--- src/design/uartrb_pkg.sv ---
// Shared types and constants for the UART transmit and receive ring buffers.
`default_nettype none

package uartrb_pkg;

  localparam int unsigned DEFAULT_RING_DEPTH = 256;
  localparam int unsigned DATA_W             = 8;
  localparam int unsigned LEVEL_W            = 9;
  localparam int unsigned STATUS_W           = 3;

  typedef enum logic [1:0] {
    OP_PUT      = 2'd0,
    OP_GET      = 2'd1,
    OP_TX_READY = 2'd2,
    OP_RX_BYTE  = 2'd3
  } op_e;

  typedef enum logic [STATUS_W-1:0] {
    ST_OK       = 3'd0,
    ST_TX_FULL  = 3'd1,
    ST_RX_EMPTY = 3'd2,
    ST_NOT_SENT = 3'd3,
    ST_RX_DROP  = 3'd4
  } status_e;

  typedef enum logic {
    CS_IDLE = 1'b0,
    CS_RESP = 1'b1
  } ctrl_state_e;

  typedef struct packed {
    logic [1:0]        opcode;
    logic [DATA_W-1:0] data_in;
  } in_word_t;

  typedef struct packed {
    logic [STATUS_W-1:0] status;
    logic [DATA_W-1:0]   data_out;
    logic                send_valid;
    logic                tx_irq_enabled;
    logic [LEVEL_W-1:0]  tx_level;
    logic [LEVEL_W-1:0]  rx_level;
  } out_word_t;

  typedef struct packed {
    logic accept;
    logic load_out;
  } ctrl_cmd_t;

endpackage

`default_nettype wire

--- src/design/uartrb_ram.sv ---
// Single-port-write, single-port-read byte memory with registered read data.
`default_nettype none

module uartrb_ram #(
  parameter int unsigned DEPTH = uartrb_pkg::DEFAULT_RING_DEPTH,
  localparam int unsigned IDX_W = $clog2(DEPTH)
) (
  input  wire logic                          clk_i,
  input  wire logic                          wr_en_i,
  input  wire logic [IDX_W-1:0]              wr_addr_i,
  input  wire logic [uartrb_pkg::DATA_W-1:0] wr_data_i,
  input  wire logic                          rd_en_i,
  input  wire logic [IDX_W-1:0]              rd_addr_i,
  output      logic [uartrb_pkg::DATA_W-1:0] rd_data_o
);

  logic [uartrb_pkg::DATA_W-1:0] mem_q [DEPTH];
  logic [uartrb_pkg::DATA_W-1:0] rd_data_q;

  always_ff @(posedge clk_i) begin
    if (wr_en_i) begin
      mem_q[wr_addr_i] <= wr_data_i;
    end
  end

  always_ff @(posedge clk_i) begin
    if (rd_en_i) begin
      rd_data_q <= mem_q[rd_addr_i];
    end
  end

  assign rd_data_o = rd_data_q;

endmodule

`default_nettype wire

--- src/design/uartrb_ctrl.sv ---
// Handshake controller: accepts one word, then loads the result register.
`default_nettype none

module uartrb_ctrl (
  input  wire logic                  clk_i,
  input  wire logic                  rst_ni,
  input  wire logic                  in_valid_i,
  output      logic                  in_ready_o,
  output      logic                  out_valid_o,
  input  wire logic                  out_ready_i,
  output      uartrb_pkg::ctrl_cmd_t cmd_o
);

  uartrb_pkg::ctrl_state_e state_q, state_d;
  logic out_valid_q, out_valid_d;
  logic in_ready;

  always_ff @(posedge clk_i or negedge rst_ni) begin
    if (!rst_ni) begin
      state_q     <= uartrb_pkg::CS_IDLE;
      out_valid_q <= 1'b0;
    end else begin
      state_q     <= state_d;
      out_valid_q <= out_valid_d;
    end
  end

  always_comb begin
    state_d      = state_q;
    in_ready     = 1'b0;
    cmd_o.accept   = 1'b0;
    cmd_o.load_out = 1'b0;
    out_valid_d  = out_valid_q && !out_ready_i;
    unique case (state_q)
      uartrb_pkg::CS_IDLE: begin
        // The result register is free next cycle if it is empty or drains now.
        in_ready = !out_valid_q || out_ready_i;
        if (in_valid_i && in_ready) begin
          cmd_o.accept = 1'b1;
          state_d      = uartrb_pkg::CS_RESP;
        end
      end
      uartrb_pkg::CS_RESP: begin
        cmd_o.load_out = 1'b1;
        out_valid_d    = 1'b1;
        state_d        = uartrb_pkg::CS_IDLE;
      end
      default: begin
        state_d = uartrb_pkg::CS_IDLE;
      end
    endcase
  end

  assign in_ready_o  = in_ready;
  assign out_valid_o = out_valid_q;

endmodule

`default_nettype wire

--- src/design/uartrb_dp.sv ---
// Datapath: ring pointers, interrupt enable, both byte memories, result register.
`default_nettype none

module uartrb_dp #(
  parameter int unsigned RING_DEPTH = uartrb_pkg::DEFAULT_RING_DEPTH,
  localparam int unsigned IDX_W = $clog2(RING_DEPTH),
  localparam int unsigned CNT_W = $clog2(RING_DEPTH + 1),
  localparam int unsigned LVL_W = (CNT_W > uartrb_pkg::LEVEL_W) ? CNT_W : uartrb_pkg::LEVEL_W
) (
  input  wire logic                  clk_i,
  input  wire logic                  rst_ni,
  input  wire uartrb_pkg::ctrl_cmd_t cmd_i,
  input  wire uartrb_pkg::in_word_t  in_word_i,
  output      uartrb_pkg::out_word_t out_word_o
);

  // Each pointer is a wrap bit above a slot index.
  logic [IDX_W:0] tx_w_q, tx_w_d, tx_r_q, tx_r_d;
  logic [IDX_W:0] rx_w_q, rx_w_d, rx_r_q, rx_r_d;
  logic           irq_q, irq_d;

  logic [uartrb_pkg::STATUS_W-1:0] status_q, status_d;
  logic                            rd_hit_q, rd_hit_d;
  logic                            rd_tx_q, rd_tx_d;
  logic                            sent_q, sent_d;

  logic tx_wr_en, tx_rd_en, rx_wr_en, rx_rd_en;
  logic [uartrb_pkg::DATA_W-1:0] tx_rd_data, rx_rd_data;
  logic tx_empty, tx_full, rx_empty, rx_full;

  uartrb_pkg::out_word_t out_q, out_d;

  function automatic logic [IDX_W:0] ptr_next(input logic [IDX_W:0] p);
    if (p[IDX_W-1:0] == IDX_W'(RING_DEPTH - 1)) begin
      return {~p[IDX_W], {IDX_W{1'b0}}};
    end else begin
      return {p[IDX_W], p[IDX_W-1:0] + 1'b1};
    end
  endfunction

  function automatic logic [uartrb_pkg::LEVEL_W-1:0] level_of(input logic [IDX_W:0] w,
                                                              input logic [IDX_W:0] r);
    logic [LVL_W-1:0] lvl;
    if (w[IDX_W] == r[IDX_W]) begin
      lvl = LVL_W'(w[IDX_W-1:0]) - LVL_W'(r[IDX_W-1:0]);
    end else begin
      lvl = LVL_W'(w[IDX_W-1:0]) + LVL_W'(RING_DEPTH) - LVL_W'(r[IDX_W-1:0]);
    end
    return lvl[uartrb_pkg::LEVEL_W-1:0];
  endfunction

  assign tx_empty = (tx_w_q == tx_r_q);
  assign rx_empty = (rx_w_q == rx_r_q);
  assign tx_full  = (tx_w_q[IDX_W] != tx_r_q[IDX_W]) &&
                    (tx_w_q[IDX_W-1:0] == tx_r_q[IDX_W-1:0]);
  assign rx_full  = (rx_w_q[IDX_W] != rx_r_q[IDX_W]) &&
                    (rx_w_q[IDX_W-1:0] == rx_r_q[IDX_W-1:0]);

  always_comb begin
    tx_w_d   = tx_w_q;
    tx_r_d   = tx_r_q;
    rx_w_d   = rx_w_q;
    rx_r_d   = rx_r_q;
    irq_d    = irq_q;
    status_d = status_q;
    rd_hit_d = rd_hit_q;
    rd_tx_d  = rd_tx_q;
    sent_d   = sent_q;
    tx_wr_en = 1'b0;
    tx_rd_en = 1'b0;
    rx_wr_en = 1'b0;
    rx_rd_en = 1'b0;
    if (cmd_i.accept) begin
      status_d = uartrb_pkg::ST_OK;
      rd_hit_d = 1'b0;
      rd_tx_d  = 1'b0;
      sent_d   = 1'b0;
      unique case (uartrb_pkg::op_e'(in_word_i.opcode))
        uartrb_pkg::OP_PUT: begin
          if (tx_full) begin
            status_d = uartrb_pkg::ST_TX_FULL;
          end else begin
            tx_wr_en = 1'b1;
            tx_w_d   = ptr_next(tx_w_q);
            irq_d    = 1'b1;
          end
        end
        uartrb_pkg::OP_GET: begin
          if (rx_empty) begin
            status_d = uartrb_pkg::ST_RX_EMPTY;
          end else begin
            rx_rd_en = 1'b1;
            rd_hit_d = 1'b1;
            rx_r_d   = ptr_next(rx_r_q);
          end
        end
        uartrb_pkg::OP_TX_READY: begin
          if (irq_q && !tx_empty) begin
            tx_rd_en = 1'b1;
            rd_hit_d = 1'b1;
            rd_tx_d  = 1'b1;
            sent_d   = 1'b1;
            tx_r_d   = ptr_next(tx_r_q);
            if (tx_r_d == tx_w_q) begin
              irq_d = 1'b0;
            end
          end else begin
            status_d = uartrb_pkg::ST_NOT_SENT;
          end
        end
        uartrb_pkg::OP_RX_BYTE: begin
          if (rx_full) begin
            status_d = uartrb_pkg::ST_RX_DROP;
          end else begin
            rx_wr_en = 1'b1;
            rx_w_d   = ptr_next(rx_w_q);
          end
        end
        default: begin
          status_d = uartrb_pkg::ST_OK;
        end
      endcase
    end
  end

  always_ff @(posedge clk_i or negedge rst_ni) begin
    if (!rst_ni) begin
      tx_w_q <= '0;
      tx_r_q <= '0;
      rx_w_q <= '0;
      rx_r_q <= '0;
      irq_q  <= 1'b0;
    end else begin
      tx_w_q <= tx_w_d;
      tx_r_q <= tx_r_d;
      rx_w_q <= rx_w_d;
      rx_r_q <= rx_r_d;
      irq_q  <= irq_d;
    end
  end

  always_ff @(posedge clk_i) begin
    status_q <= status_d;
    rd_hit_q <= rd_hit_d;
    rd_tx_q  <= rd_tx_d;
    sent_q   <= sent_d;
  end

  uartrb_ram #(.DEPTH(RING_DEPTH)) u_tx_ram (
    .clk_i     (clk_i),
    .wr_en_i   (tx_wr_en),
    .wr_addr_i (tx_w_q[IDX_W-1:0]),
    .wr_data_i (in_word_i.data_in),
    .rd_en_i   (tx_rd_en),
    .rd_addr_i (tx_r_q[IDX_W-1:0]),
    .rd_data_o (tx_rd_data)
  );

  uartrb_ram #(.DEPTH(RING_DEPTH)) u_rx_ram (
    .clk_i     (clk_i),
    .wr_en_i   (rx_wr_en),
    .wr_addr_i (rx_w_q[IDX_W-1:0]),
    .wr_data_i (in_word_i.data_in),
    .rd_en_i   (rx_rd_en),
    .rd_addr_i (rx_r_q[IDX_W-1:0]),
    .rd_data_o (rx_rd_data)
  );

  // Pointers and the enable already hold the post-item values here.
  always_comb begin
    out_d.status         = status_q;
    out_d.data_out       = rd_hit_q ? (rd_tx_q ? tx_rd_data : rx_rd_data) : '0;
    out_d.send_valid     = sent_q;
    out_d.tx_irq_enabled = irq_q;
    out_d.tx_level       = level_of(tx_w_q, tx_r_q);
    out_d.rx_level       = level_of(rx_w_q, rx_r_q);
  end

  always_ff @(posedge clk_i) begin
    if (cmd_i.load_out) begin
      out_q <= out_d;
    end
  end

  assign out_word_o = out_q;

endmodule

`default_nettype wire

--- src/design/uart_tx_rx_ring_buffers.sv ---
// Top level of the UART transmit and receive ring buffers.
`default_nettype none

// Two byte rings of RING_DEPTH entries sit between software and a UART. Every
// input word carries an opcode: put queues data_in for sending and sets the
// transmit interrupt enable, get returns the oldest received byte, transmitter
// ready hands the oldest queued byte to the line while the enable is set, and
// byte received queues data_in in the receive ring. Every input word yields
// exactly one result word with a status code, the byte read or sent, the enable
// and both ring levels after the operation. The accept cycle updates the
// pointers and starts the ring memory access, and the CS_RESP state then loads
// the result register from the registered memory read data. No word is
// accepted in CS_RESP, and in CS_IDLE only while the result register is free;
// the result register lets the next word in while the previous result is being
// taken. Ring contents are not cleared at reset and need no clearing pass,
// since a slot is only read after it was written.

module uart_tx_rx_ring_buffers #(
  parameter int unsigned RING_DEPTH = uartrb_pkg::DEFAULT_RING_DEPTH
) (
  input  wire logic                  clk_i,
  input  wire logic                  rst_ni,
  input  wire logic                  in_valid_i,
  output      logic                  in_ready_o,
  input  wire uartrb_pkg::in_word_t  in_word_i,
  output      logic                  out_valid_o,
  input  wire logic                  out_ready_i,
  output      uartrb_pkg::out_word_t out_word_o
);

  // Command path from the controller into the datapath.
  uartrb_pkg::ctrl_cmd_t cmd;

  uartrb_ctrl u_ctrl (
    .clk_i       (clk_i),
    .rst_ni      (rst_ni),
    .in_valid_i  (in_valid_i),
    .in_ready_o  (in_ready_o),
    .out_valid_o (out_valid_o),
    .out_ready_i (out_ready_i),
    .cmd_o       (cmd)
  );

  uartrb_dp #(.RING_DEPTH(RING_DEPTH)) u_dp (
    .clk_i      (clk_i),
    .rst_ni     (rst_ni),
    .cmd_i      (cmd),
    .in_word_i  (in_word_i),
    .out_word_o (out_word_o)
  );

endmodule

`default_nettype wire

--- config.mk ---
export PLATFORM = sky130hd
export DESIGN_NAME = uart_tx_rx_ring_buffers
export DESIGN_NICKNAME = d
export VERILOG_FILES = /design/src/design/uartrb_pkg.sv /design/src/design/uartrb_ram.sv /design/src/design/uartrb_ctrl.sv /design/src/design/uartrb_dp.sv /design/src/design/uart_tx_rx_ring_buffers.sv
export SDC_FILE = /design/constraint.sdc
export NUM_CORES = 2
export LEC_CHECK = 0
export BUFFER_PORTS_ARGS = -buffer_cell sky130_fd_sc_hd__buf_2
export CORE_AREA = 2 2 644 646
export DETAILED_ROUTE_END_ITERATION = 8
export DIE_AREA = 0 0 646 648
export PLACE_DENSITY_LB_ADDON = 0.2
export SYNTH_ARGS = -nofsm -noshare
export SYNTH_HDL_FRONTEND = slang
export SYNTH_SLANG_ARGS = --single-unit
--- constraint.sdc ---
create_clock -name clk_i -period 3.95 [get_ports clk_i]
set_clock_uncertainty 0.05 [all_clocks]
set_input_delay 0.395 -clock clk_i [delete_from_list [all_inputs] [get_ports clk_i]]
set_output_delay 0.395 -clock clk_i [all_outputs]
set_load 0.03 [all_outputs]
==> metrics.md <==
| Metric | Value |
|---|---|
| Measured slew at the worst slew-check pin | 1.17 ns |
| Vias in the first global route | 85159 |
| Buf/Inv on CP | 2 |
| Netlist cell types | 74 |
| Insertion delay to the later sink of the worst-skew pair | 0.97 ns |
| Core ar. | 0.412 sq mm |
| Share of cells above drive strength 1 | 28.8% |
| Fin area | 0.191 sq mm |
| CTS Root Cell | clkbuf_16 |
| Port Buf Inserts | 46 |
| Max VDD drop | 0.516 mV |
| Maximum capacitance violations | 0 |
| Critical Path Source Type | flip-flop |
| CP cell instances | buf_12 > mux4_2 > mux4_2 > mux2i_1 > nor2_1 > a21oi_1 > buf_4 > o221ai_1 > a31o_1 |
| Synth area leader | edfxtp_1 |
| Most frequent cells in the layout | edfxtp_1 (4148), mux4_2 (939), buf_4 (929) |
| Final setup fails | 0 |
| Via count | 84259 |
| Worst hold-check path type | primary input to flip-flop |
| GRT Util Overall | 22.3% |
| Outcome | complete, no violations |
| FMAX | 262 MHz |
| Synth top area cells | edfxtp_1 (76%), mux4_2 (13%), mux2i_1 (2.6%) |
| Antenna Nets Post-Route | 0 |
| H-Tree Depth | 5 |
| Cell mode on critical path | mux4_2 |
| Synth top area share | 76.0% |
| Crit Path Max Fanout | 23 |
| Reg2Reg Depth | 9 |
| Hold depth | 5 |
| Critical Path Max Stage Delay | 0.70 ns |
| CTS tree | yes |
| Area of the multi-input gates | 0.0357 sq mm |
| First-pass GRT wire length | 664 mm |
| P per Cell Area | 642 mW/mm^2 |
| Setup bufs post-CTS | 0 |
| IO Pins | 47 |
| Pre-CTS setup slack | -0.560 ns |
| Rows | 236 |
| RD Place Congestion | 0.861 |
| CP delay by family, top | multiplexers |
| EDFF count, synth | 4148 |
| Initial drt markers | 10009 |
| Initial antenna violation count | 15 |
| Min Tclk post-route | 3.82 ns |
| Slowest cell on the critical path | dfrtp_4 |
| Worst Setup Path Type | flip-flop to flip-flop |
| Leak Pwr | 61.5 nW |
| Worst path arrival time | 4.49 ns |
| Register area | 0.126 sq mm |
| Syn Nets | 7959 |
| Fin Hold WS | 0.0982 ns |
| Clock-pin transition on the worst setup and hold timing paths | 0.06 ns |
| Total congestion overflow | 0 |
| Synth Register Bits | 4187 |
| Crit path depth | 9 |
| Final net count | 9025 |
| WL final | 471 mm |
| Area delta synth->final | 16.8% |
| Final-report max-slew violation count | 0 |
| Ys async rst share | 0.931% |
| Clk buf depth | 4 |
| Req. time, crit path | 4.63 ns |
| Commonest non-fill, non-tap cell in the layout | edfxtp_1 |
| HPWL after DPL | 300 mm |
| FILL cells | 34326 |
| TritonCTS Buffers | 418 |
| Final hold violation count | 0 |
| Initial DRT Pass Iterations | 6 |
| Cell Area, Synth | 0.164 sq mm |
| Ys Warns | 0 |
| Final period utilization | 96.6% |
| Worst rel slew slack | 21.9% |
| Ys flop type | edfxtp_1 |
| RSZ-0062 raised after global routing | false |
| Placed instance area | 0.178 sq mm |
| Final worst setup slack | 0.133 ns |
| Avg WL per Cell | 31.8 microns |
| Initial Utilization | 39.8% |
| Die Wd | 646 microns |
| Total clock sinks | 4187 |
| Post-Syn Area per Cell | 20.7 sq um |
| Syn Inst Count | 7912 |
| Seq/Total Area, Yosys | 76.6% |
| Largest net degree at the start of global routing | 127 |
| Die area | 0.419 sq mm |
| DR vias/cell | 5.69 |
| Endpoint type of the worst setup path | flip-flop |
| Detailed-route DRC error count | 0 |
| DIE HEIGHT | 648 microns |
sequential cells by signal (all words and copies together) (netlist names), 3 cells and up:
register,count
u_dp.u_rx_ram.mem_q,2048
u_dp.u_tx_ram.mem_q,2048
u_dp.out_word_o,31
u_dp.rx_r_q,9
u_dp.rx_w_q,9
u_dp.tx_r_q,9
u_dp.tx_w_q,9
u_dp.u_rx_ram.rd_data_o,8
u_dp.u_tx_ram.rd_data_o,8
u_dp.status_q,3
path summary, 6_finish.rpt:
check	start	end	slack [ns]
max in group asynchronous	rst_ni	u_ctrl.state_q$_DFF_PN0_	3.00
worst max register to register	u_dp.tx_r_q[0]$_DFFE_PN0P_	u_dp.u_tx_ram.rd_data_o[3]$_DFFE_PP_	0.13
worst min-delay path	in_word_i[9]	u_dp.irq_q$_DFFE_PN0P_	0.1
min in group asynchronous	rst_ni	u_dp.rx_w_q[8]$_DFFE_PN0P_	0.14
worst max-delay path	u_dp.tx_r_q[0]$_DFFE_PN0P_	u_dp.u_tx_ram.rd_data_o[3]$_DFFE_PP_	0.13
worst min register to register	u_dp.status_q[0]$_DFFE_PP_	u_dp.out_word_o[28]$_DFFE_PP_	0.38
through the flow:
stage | power (mW) | instances | utilization [%] | TNS [ns]
2_1_floorplan | 71.1 | 7912 | - | -30.61
3_3_place_gp | 84.9 | 14021 | 43.2 | -0.725
3_5_place_dp | 85.0 | 14021 | 43.2 | -0.658
4_1_cts | 124 | 14797 | 46.5 | 0
5_1_grt | 127 | 14798 | 46.5 | 0
6_report | 123 | 14799 | 46.5 | 0
report_power, final:
| part | internal, mW | switching, mW | leakage, nW |
|---|---|---|---|
| registers | 49.2 | 0.408 | 37.8 |
| clock network | 22.3 | 16.8 | 6.49 |
| logic | 14.5 | 19.7 | 17.3 |
synthesized netlist by cell type (all sizes together) (5+ instances only):
cell / n
edfxtp: 4148
o221ai: 23
a311oi: 8
nor3: 39
clkinv: 5
mux2i: 418
ha: 31
a221oi: 118
a21o: 7
o211ai: 16
a2111oi: 10
inv: 33
a32oi: 6
xor2: 14
xnor2: 26
nor2: 599
and3: 14
or3: 5
nand3: 78
nand4: 14
o21ai: 142
a211o: 6
clkbuf: 201
nor2b: 37
a211oi: 24
a22oi: 71
a221o: 15
a31oi: 15
nand2b: 6
mux2: 9
nand2: 281
mux4: 941
o22ai: 41
o31ai: 13
a21oi: 137
dfrtp: 39
buf: 261
kinds of logic after synthesis:
kind of cell    count (synthesis)  share of synthesized area (%)
xor+xnor                       40                          0.214
flops                        4187                           76.6
simple gates                 1095                           2.76
buf+inv                       500                           1.73
mux                          1368                           15.6
compound gates                689                           2.89
fa+ha+maj                      33                          0.261
metal layers:
metal / global-route usage (%) / vias up / part of all wire [%] / wire length [microns]
met5: 0 / - / 0.015 / 70
met4: 7.80 / 10 / 3.8 / 18000
met3: 2.56 / 746 / 5.9 / 27600
met2: 36.9 / 3238 / 49 / 230000
met1: 30.7 / 45287 / 41 / 195000
li1: - / 34978 / - / -
layout make-up:
type	count	area share, %
diodes	2	0.00261
repair buffers	1108	5.14
clock buffers	513	5.74
well taps	5474	3.58
flip-flops and latches	4187	65.6
inverters	38	0.0824
clock inverters	252	1.23
multi-input cells	3225	18.6
tightest hold or removal path, delay by kind of cell:
kind / cells / cell delay, ns
buffers and inverters: 2 / 0.19
adders and majority gates: 1 / 0.26
AOI/OAI and AO/OA: 2 / 0.21
what timing repair did:
action                                 in CTS  in global routing
resized for setup                           5                  1
hold buffers                               11                  0
pin swaps                                   0                  0
endpoints found under the hold margin     327                  0
setup endpoints to repair                   2                  1
No activity file was read; power rests on OpenSTA's default activity.
